**src/hw/rtl/gcdm_pkg.sv**
```systemverilog
// Shared types, widths and codes for the greedy center distance matcher.
`timescale 1ns / 1ps
`default_nettype none
package gcdm_pkg;

   localparam int CoordWidth = 13;
   localparam int SizeWidth = 12;
   localparam int TrkCentreWidth = 14;
   localparam int DiffWidth = 15;
   localparam int DistWidth = 15;
   localparam int LimitWidth = 15;
   localparam int IdentWidth = 16;
   localparam int DetIdxWidth = 6;
   localparam int OpWidth = 2;
   localparam int MaxDetectionsDefault = 64;
   localparam logic [LimitWidth-1:0] LimitReset = 15'd30;

   typedef enum logic [OpWidth-1:0] {
      OP_CLEAR = 2'd0,
      OP_LOAD  = 2'd1,
      OP_MATCH = 2'd2
   } op_type;

   typedef enum logic [1:0] {
      ST_IDLE,
      ST_SCAN,
      ST_DONE
   } state_type;

   typedef struct packed {
      logic signed [CoordWidth-1:0] x;
      logic signed [CoordWidth-1:0] y;
   } centre_type;

endpackage
`default_nettype wire

```
**src/hw/rtl/gcdm_store.sv**
```systemverilog
// Detection center memory: one write port, one registered read port.
`timescale 1ns / 1ps
`default_nettype none
module gcdm_store #(
   parameter int DEPTH = gcdm_pkg::MaxDetectionsDefault
) (
   input  wire                      clock,
   input  wire                      wr_en,
   input  wire [$clog2(DEPTH)-1:0]  wr_addr,
   input  gcdm_pkg::centre_type     wr_data,
   input  wire                      rd_en,
   input  wire [$clog2(DEPTH)-1:0]  rd_addr,
   output gcdm_pkg::centre_type     rd_data
);
   import gcdm_pkg::*;

   centre_type mem [DEPTH];
   centre_type rd_data_ff;

   always_ff @(posedge clock) begin
      if (wr_en) begin
         mem[wr_addr] <= wr_data;
      end
   end

   always_ff @(posedge clock) begin
      if (rd_en) begin
         rd_data_ff <= mem[rd_addr];
      end
   end

   assign rd_data = rd_data_ff;

endmodule
`default_nettype wire

```
**src/hw/rtl/gcdm_dist.sv**
```systemverilog
// Shared Manhattan distance unit with limit compare.
`timescale 1ns / 1ps
`default_nettype none
module gcdm_dist (
   input  wire signed [gcdm_pkg::TrkCentreWidth-1:0] trk_cx,
   input  wire signed [gcdm_pkg::TrkCentreWidth-1:0] trk_cy,
   input  gcdm_pkg::centre_type                      det,
   input  wire [gcdm_pkg::LimitWidth-1:0]            limit,
   output logic                                      in_limit
);
   import gcdm_pkg::*;

   logic signed [DiffWidth-1:0] dx;
   logic signed [DiffWidth-1:0] dy;
   logic [DiffWidth-2:0]        ax;
   logic [DiffWidth-2:0]        ay;
   logic [DistWidth-1:0]        manhattan;

   always_comb begin
      dx = DiffWidth'(trk_cx) - DiffWidth'(det.x);
      dy = DiffWidth'(trk_cy) - DiffWidth'(det.y);
      ax = dx[DiffWidth-1] ? (DiffWidth-1)'(-dx) : dx[DiffWidth-2:0];
      ay = dy[DiffWidth-1] ? (DiffWidth-1)'(-dy) : dy[DiffWidth-2:0];
      // max sum is about 20.5k, fits unsigned 15 bits
      manhattan = DistWidth'(ax) + DistWidth'(ay);
      in_limit = manhattan < limit;
   end

endmodule
`default_nettype wire

```
**src/hw/rtl/greedy_center_distance_matcher.sv**
```systemverilog
// Top level: request decode, scan sequencer, claim marks and response register.
// Clear and load take effect at the accepting edge. A match scans the loaded detections in
// order, ends early when a detection is claimed, and waits to register its response while
// rsp_stall holds the previous one back. Requests are stalled until that response is
// registered, so one match runs at a time; the scan is paced by the single read port of the
// center memory feeding the shared distance unit.
// Reset: synchronous, clears count, claim marks, limit (to 30) and response valid.
`timescale 1ns / 1ps
`default_nettype none
module greedy_center_distance_matcher #(
   parameter int MAX_DETECTIONS = gcdm_pkg::MaxDetectionsDefault
) (
   input  wire                                 clock,
   input  wire                                 reset,
   input  wire                                 req_valid,
   output logic                                req_stall,
   input  wire [gcdm_pkg::OpWidth-1:0]         req_operation,
   input  wire signed [gcdm_pkg::CoordWidth-1:0] req_det_left,
   input  wire signed [gcdm_pkg::CoordWidth-1:0] req_det_top,
   input  wire signed [gcdm_pkg::CoordWidth-1:0] req_det_right,
   input  wire signed [gcdm_pkg::CoordWidth-1:0] req_det_bottom,
   input  wire signed [gcdm_pkg::CoordWidth-1:0] req_trk_x,
   input  wire signed [gcdm_pkg::CoordWidth-1:0] req_trk_y,
   input  wire [gcdm_pkg::SizeWidth-1:0]       req_trk_width,
   input  wire [gcdm_pkg::SizeWidth-1:0]       req_trk_height,
   input  wire [gcdm_pkg::IdentWidth-1:0]      req_trk_ident,
   output logic                                rsp_valid,
   input  wire                                 rsp_stall,
   output logic [gcdm_pkg::IdentWidth-1:0]     rsp_out_track_ident,
   output logic                                rsp_matched,
   output logic [gcdm_pkg::DetIdxWidth-1:0]    rsp_detection_index,
   input  wire                                 csr_valid,
   output logic                                csr_ready,
   input  wire [gcdm_pkg::LimitWidth-1:0]      csr_match_distance_limit
);
   import gcdm_pkg::*;

   localparam int IdxW = $clog2(MAX_DETECTIONS);
   localparam int CntW = $clog2(MAX_DETECTIONS + 1);

   state_type                   state_ff, state_in;
   logic [CntW-1:0]             count_ff, count_in;
   logic [MAX_DETECTIONS-1:0]   claimed_ff, claimed_in;
   logic [LimitWidth-1:0]       limit_ff, limit_in;
   logic signed [TrkCentreWidth-1:0] cx_ff, cx_in, cy_ff, cy_in;
   logic [IdentWidth-1:0]       ident_ff, ident_in;
   logic [IdxW-1:0]             issue_idx_ff, issue_idx_in;
   logic                        issuing_ff, issuing_in;
   logic                        chk_valid_ff, chk_valid_in;
   logic [IdxW-1:0]             chk_idx_ff, chk_idx_in;
   logic                        hit_ff, hit_in;
   logic [IdxW-1:0]             hit_idx_ff, hit_idx_in;
   logic                        rsp_valid_ff, rsp_valid_in;
   logic [IdentWidth-1:0]       rsp_ident_ff, rsp_ident_in;
   logic                        rsp_matched_ff, rsp_matched_in;
   logic [DetIdxWidth-1:0]      rsp_idx_ff, rsp_idx_in;

   logic                        wr_en;
   logic                        rd_en;
   centre_type                  wr_centre;
   centre_type                  rd_centre;
   logic                        in_limit;
   logic signed [CoordWidth:0]  sum_x, sum_y, adj_x, adj_y;
   op_type                      op;

   assign op = op_type'(req_operation);

   // centers: (a+b)/2 truncating toward zero
   always_comb begin
      sum_x = (CoordWidth+1)'(req_det_left) + (CoordWidth+1)'(req_det_right);
      sum_y = (CoordWidth+1)'(req_det_top) + (CoordWidth+1)'(req_det_bottom);
      adj_x = sum_x + (CoordWidth+1)'(sum_x[CoordWidth]);
      adj_y = sum_y + (CoordWidth+1)'(sum_y[CoordWidth]);
      wr_centre.x = adj_x[CoordWidth:1];
      wr_centre.y = adj_y[CoordWidth:1];
   end

   gcdm_store #(
      .DEPTH(MAX_DETECTIONS)
   ) u_store (
      .clock  (clock),
      .wr_en  (wr_en),
      .wr_addr(count_ff[IdxW-1:0]),
      .wr_data(wr_centre),
      .rd_en  (rd_en),
      .rd_addr(issue_idx_ff),
      .rd_data(rd_centre)
   );

   gcdm_dist u_dist (
      .trk_cx  (cx_ff),
      .trk_cy  (cy_ff),
      .det     (rd_centre),
      .limit   (limit_ff),
      .in_limit(in_limit)
   );

   always_ff @(posedge clock) begin
      if (reset) begin
         state_ff     <= ST_IDLE;
         count_ff     <= '0;
         claimed_ff   <= '0;
         limit_ff     <= LimitReset;
         issuing_ff   <= 1'b0;
         chk_valid_ff <= 1'b0;
         rsp_valid_ff <= 1'b0;
      end else begin
         state_ff     <= state_in;
         count_ff     <= count_in;
         claimed_ff   <= claimed_in;
         limit_ff     <= limit_in;
         issuing_ff   <= issuing_in;
         chk_valid_ff <= chk_valid_in;
         rsp_valid_ff <= rsp_valid_in;
      end
   end

   always_ff @(posedge clock) begin
      cx_ff          <= cx_in;
      cy_ff          <= cy_in;
      ident_ff       <= ident_in;
      issue_idx_ff   <= issue_idx_in;
      chk_idx_ff     <= chk_idx_in;
      hit_ff         <= hit_in;
      hit_idx_ff     <= hit_idx_in;
      rsp_ident_ff   <= rsp_ident_in;
      rsp_matched_ff <= rsp_matched_in;
      rsp_idx_ff     <= rsp_idx_in;
   end

   always_comb begin
      state_in       = state_ff;
      count_in       = count_ff;
      claimed_in     = claimed_ff;
      limit_in       = limit_ff;
      cx_in          = cx_ff;
      cy_in          = cy_ff;
      ident_in       = ident_ff;
      issue_idx_in   = issue_idx_ff;
      issuing_in     = issuing_ff;
      chk_valid_in   = 1'b0;
      chk_idx_in     = issue_idx_ff;
      hit_in         = hit_ff;
      hit_idx_in     = hit_idx_ff;
      rsp_valid_in   = rsp_valid_ff;
      rsp_ident_in   = rsp_ident_ff;
      rsp_matched_in = rsp_matched_ff;
      rsp_idx_in     = rsp_idx_ff;
      wr_en          = 1'b0;
      rd_en          = 1'b0;

      if (csr_valid && csr_ready) begin
         limit_in = csr_match_distance_limit;
      end
      if (rsp_valid_ff && !rsp_stall) begin
         rsp_valid_in = 1'b0;
      end

      case (state_ff)
         ST_IDLE: begin
            if (req_valid) begin
               case (op)
                  OP_CLEAR: begin
                     count_in   = '0;
                     claimed_in = '0;
                  end
                  OP_LOAD: begin
                     if (count_ff < CntW'(MAX_DETECTIONS)) begin
                        wr_en = 1'b1;
                        claimed_in[count_ff[IdxW-1:0]] = 1'b0;
                        count_in = count_ff + CntW'(1);
                     end
                  end
                  OP_MATCH: begin
                     cx_in = TrkCentreWidth'(req_trk_x) +
                             TrkCentreWidth'(req_trk_width[SizeWidth-1:1]);
                     cy_in = TrkCentreWidth'(req_trk_y) +
                             TrkCentreWidth'(req_trk_height[SizeWidth-1:1]);
                     ident_in     = req_trk_ident;
                     hit_in       = 1'b0;
                     hit_idx_in   = '0;
                     issue_idx_in = '0;
                     issuing_in   = (count_ff != '0);
                     state_in     = (count_ff != '0) ? ST_SCAN : ST_DONE;
                  end
                  default: begin
                  end
               endcase
            end
         end
         ST_SCAN: begin
            // read pipeline: address issued in the cycle before its compare
            if (issuing_ff) begin
               rd_en        = 1'b1;
               chk_valid_in = 1'b1;
               chk_idx_in   = issue_idx_ff;
               issue_idx_in = IdxW'(CntW'(issue_idx_ff) + CntW'(1));
               if ((CntW'(issue_idx_ff) + CntW'(1)) == count_ff) begin
                  issuing_in = 1'b0;
               end
            end
            if (chk_valid_ff) begin
               if (!claimed_ff[chk_idx_ff] && in_limit) begin
                  claimed_in[chk_idx_ff] = 1'b1;
                  hit_in       = 1'b1;
                  hit_idx_in   = chk_idx_ff;
                  issuing_in   = 1'b0;
                  chk_valid_in = 1'b0;
                  state_in     = ST_DONE;
               end else if ((CntW'(chk_idx_ff) + CntW'(1)) == count_ff) begin
                  state_in = ST_DONE;
               end
            end
         end
         ST_DONE: begin
            if (!rsp_valid_ff || !rsp_stall) begin
               rsp_valid_in   = 1'b1;
               rsp_ident_in   = ident_ff;
               rsp_matched_in = hit_ff;
               rsp_idx_in     = DetIdxWidth'(hit_idx_ff);
               state_in       = ST_IDLE;
            end
         end
         default: begin
            state_in = ST_IDLE;
         end
      endcase
   end

   assign req_stall           = (state_ff != ST_IDLE);
   assign csr_ready           = 1'b1;
   assign rsp_valid           = rsp_valid_ff;
   assign rsp_out_track_ident = rsp_ident_ff;
   assign rsp_matched         = rsp_matched_ff;
   assign rsp_detection_index = rsp_idx_ff;

   a_unmatched_index_zero: assert property (@(posedge clock) disable iff (reset)
      (rsp_valid_ff && !rsp_matched_ff) |-> (rsp_idx_ff == '0))
      else $error("unmatched response carries nonzero index");

   a_count_bounded: assert property (@(posedge clock) disable iff (reset)
      count_ff <= CntW'(MAX_DETECTIONS))
      else $error("loaded count exceeds capacity");

   a_scan_needs_entries: assert property (@(posedge clock) disable iff (reset)
      (state_ff == ST_SCAN) |-> (count_ff != '0))
      else $error("scan with empty store");

   a_check_in_range: assert property (@(posedge clock) disable iff (reset)
      chk_valid_ff |-> (CntW'(chk_idx_ff) < count_ff))
      else $error("compare of an unloaded entry");

   a_one_claim: assert property (@(posedge clock) disable iff (reset)
      (state_ff == ST_SCAN) |=>
         ($countones(claimed_ff) <= $countones($past(claimed_ff)) + 1))
      else $error("more than one claim in a cycle");

endmodule
`default_nettype wire

```
**config.mk**
```make
export PLATFORM = sky130hd
export DESIGN_NAME = greedy_center_distance_matcher
export DESIGN_NICKNAME = d
export VERILOG_FILES = /design/src/hw/rtl/gcdm_pkg.sv /design/src/hw/rtl/gcdm_store.sv /design/src/hw/rtl/gcdm_dist.sv /design/src/hw/rtl/greedy_center_distance_matcher.sv
export SDC_FILE = /design/constraint.sdc
export NUM_CORES = 2
export LEC_CHECK = 0
export CAP_MARGIN = 40
export CORE_ASPECT_RATIO = 1.4
export CORE_MARGIN = 4
export CORE_UTILIZATION = 25
export DETAILED_ROUTE_END_ITERATION = 16
export DONT_BUFFER_PORTS = 1
export GPL_TIMING_DRIVEN = 0
export SETUP_SLACK_MARGIN = 0.1
export SYNTH_ARGS = -nofsm -noshare
export SYNTH_HDL_FRONTEND = slang
export SYNTH_HIERARCHICAL = 1
export SYNTH_SLANG_ARGS = --single-unit
```
**constraint.sdc**
```tcl
create_clock -name clock -period 18.8 [get_ports clock]
set_clock_uncertainty 0.15 [all_clocks]
set_input_delay 2.82 -clock clock [delete_from_list [all_inputs] [get_ports clock]]
set_output_delay 2.82 -clock clock [all_outputs]
set_load 0.02 [all_outputs]
```
==> qor.yml <==
path_class: "register to register"
hold_buffers: 0
p_leak_nw: 29.8
hold_start: "hit_idx_ff[2]"
synth_fa_ha_area_frac: 0.0199
track_usage: 0.132
status: "complete, no violations"
layout.nets: 5161
synth_compound_area_frac: 0.0641
drv_cap: 0
ir_worst_vdd_mv: 0.0733
first_iter_violations: 4570
viasPerCell: 4.81
cp-start-kind: "register"
worstPathRequired_ns: 19.36
synthCells: 4509
synth-seq-area-share: 0.701
num_vias: 44400
path_clk_slew_ns: 0.06
post_drt_wl_per_cell_um: 23.8
grt_overflow_total: 0
post_cts_buffers: 0
finalCritPeriodShare: 0.406
initial_core_util: 0.251
area_growth_syn_to_layout_pct: 19.5
synthesis.area_sq_um: 78500
cts.sinks: 1867
dpl.cell_count: 8871
hpwl_mm: 159
cpPeakStageDelay_ns: 0.50
finalSetupViolCount: 0
die_width_um: 482
synth_top_family_by_area: "multiplexers"
cts_inserted_buffers: 189
async_flop_share: 0
gp_congestion: 0.878
final_common_cell: "edfxtp_1"
rsz0062_at_grt: "false"
combPwrFrac: 0.104
finalWorstSetupSlack_ns: 11.17
synth.distinct_cells: 89
yosys.area_share.simple: 0.0428
hp-class: "register to register"
yosysTopAreaCell: "edfxtp_1"
crit_arrival_ns: 8.20
synth_xor_area_frac: 0.0138
drtAntennaViolNets: 0
rows: 243
firstDrtPassIters: 8
startpoint: "cy_ff[0]"
hold_violations: 0
final_cell_mix: "1,770 x edfxtp_1, 368 x mux4_2, 249 x mux2i_1, 191 x clkbuf_16, 145 x clkbuf_1"
clk_path_buf_depth: 3
relSlewSlack: 0.376
synthesis.nets: 4770
port_buffers: 0
power_switching_mw: 2.25
cts_tree: "done"
r2r_start: "cy_ff[0]"
synth_edf_count: 1770
grt_pass1_wl_mm: 316
p_seq_frac: 0.508
cts_root_buf: "clkbuf_16"
fmax_ghz: 0.131
post_cts_resized: 0
ios: 166
design.die.area_sq_um: 323000
cpMaxStageDelayCell: "nor2_1"
power.share.clock: 0.388
pre_cts_ws_ns: 11.29
min_period_ns: 7.63
clk_latency_ns: 0.84
intPower_mw: 7.16
path_max_fanout: 10
synth_ff_type: "edfxtp_1"
netSwitchingFraction: 0.239
wl_mm: 219
worstMarginPinSlew_ns: 0.934
netlist_top_cells_area: "edfxtp_1 68%, mux4_2 11%, mux2i_1 3.2%"
grt_pass1_vias: 45100
antenna_found_initial: 12
slew_violations: 0
core_area_sq_um: 313000
setup_tns_ns: 0
drive_above_1_share: 0.212
powerDensity_nw_per_um2: 100
yosysWarnings: 6
drc: 0
dieHeight_um: 671
synthMuxAreaShare: 0.138
endpoint_kind: "register"
grt_max_degree: 38
cts-htree-levels: 4
total_power_mw: 9.41
post-route-util: 0.300
final_cells: 9221
syn_avg_cell_area_sq_um: 17.4
yosys.area.top_type_share: 0.677
synth_seq_cells: 1867
[registers in the layout (all words and copies together), names as in the netlist, 7 cells and up]
| name | cells |
|---|---|
| cx_ff | 14 |
| ident_ff | 16 |
| u_store/mem | 1664 |
| limit_ff | 15 |
| claimed_ff | 64 |
| rsp_out_track_ident | 16 |
| count_ff | 7 |
| cy_ff | 14 |
| u_store/rd_data | 26 |
[area by class of cell]
| cell class | instances | area, sq um |
|---|---|---|
| Sequential cell | 1867 | 55100 |
| Clock buffer | 226 | 4910 |
| Tap cell | 4165 | 5210 |
| Timing Repair Buffer | 200 | 3290 |
| Multi-Input combinational cell | 2311 | 22700 |
| Clock inverter | 118 | 1100 |
| Inverter | 94 | 353 |
| Antenna cell | 3 | 7.51 |
| Fill cell | 30300 | 219000 |
| Buffer | 237 | 1240 |
[worst max-delay path, delay by kind of cell, from the launching register on]
kind,cells,cell delay [ns]
AND/OR/NAND/NOR,8,1.90
flip-flops,1,0.33
XOR/XNOR,2,0.47
adder cells (fa/ha/maj),4,1.23
AO/OA/AOI/OAI,14,3.15
buffers and inverters,2,0.31
[synthesized netlist by cell type, drive strengths merged, types with 7 or more instances]
master	count
edfxtp	1770
mux4	368
mux2i	249
nor2	198
o21ai	146
a21oi	137
nand2	133
buf	126
ha	114
clkbuf	111
nand3	111
dfxtp	97
inv	93
xnor2	89
a22oi	86
o211ai	79
o22ai	64
a31oi	56
a21o	40
nor3	40
xor2	35
and3	32
nand2b	30
nor2b	29
o31ai	26
a211oi	25
o21a	18
and2	16
nand3b	16
or2	14
nor4	13
or3	13
a211o	11
nand4	11
or3b	9
fa	7
o41ai	7
[power by group through the flow]
stage	Sequential [mW]	Clock (mW)	Combinational (mW)
floorplan	4.88	0	0.482
global placement	4.93	0	0.800
detailed placement	4.86	0	0.985
CTS	4.77	3.72	0.988
global route	4.77	3.89	1.05
finish	4.77	3.65	0.979
[layer usage]
metal  wire, um  track usage  vias up
met5         20            0        -
met2     110000        0.231     1920
met1      80700        0.155    22900
met3      15000       0.0224      497
met4      13200       0.0710        2
li1           -            -    19100
[logic make-up after synthesis]
group                      Yosys count
DFF                               1867
AOI/OAI and AO/OA                  762
and+or+nand+nor                    684
muxes                              619
buffers and inverters              331
xor gates and xnor gates           124
adders and majority gates          121
other                                1
[path summary, 6_finish.rpt]
kind	to	slack, ns	cells after the start
min reg2reg	rsp_detection_index[2]	0.27	0
max reg2reg	claimed_ff[5]	11.17	30
max	claimed_ff[5]	11.17	30
min	rsp_detection_index[2]	0.27	0
[metrics by stage]
stage               area [sq um]  hold slack (ns)
CTS                        93800            0.269
floorplan                  78500            0.241
finish                     93900            0.268
detailed placement         87800            0.255
global route               93900            0.274
global placement           83800            0.252
(Power assumes the default switching activity.)
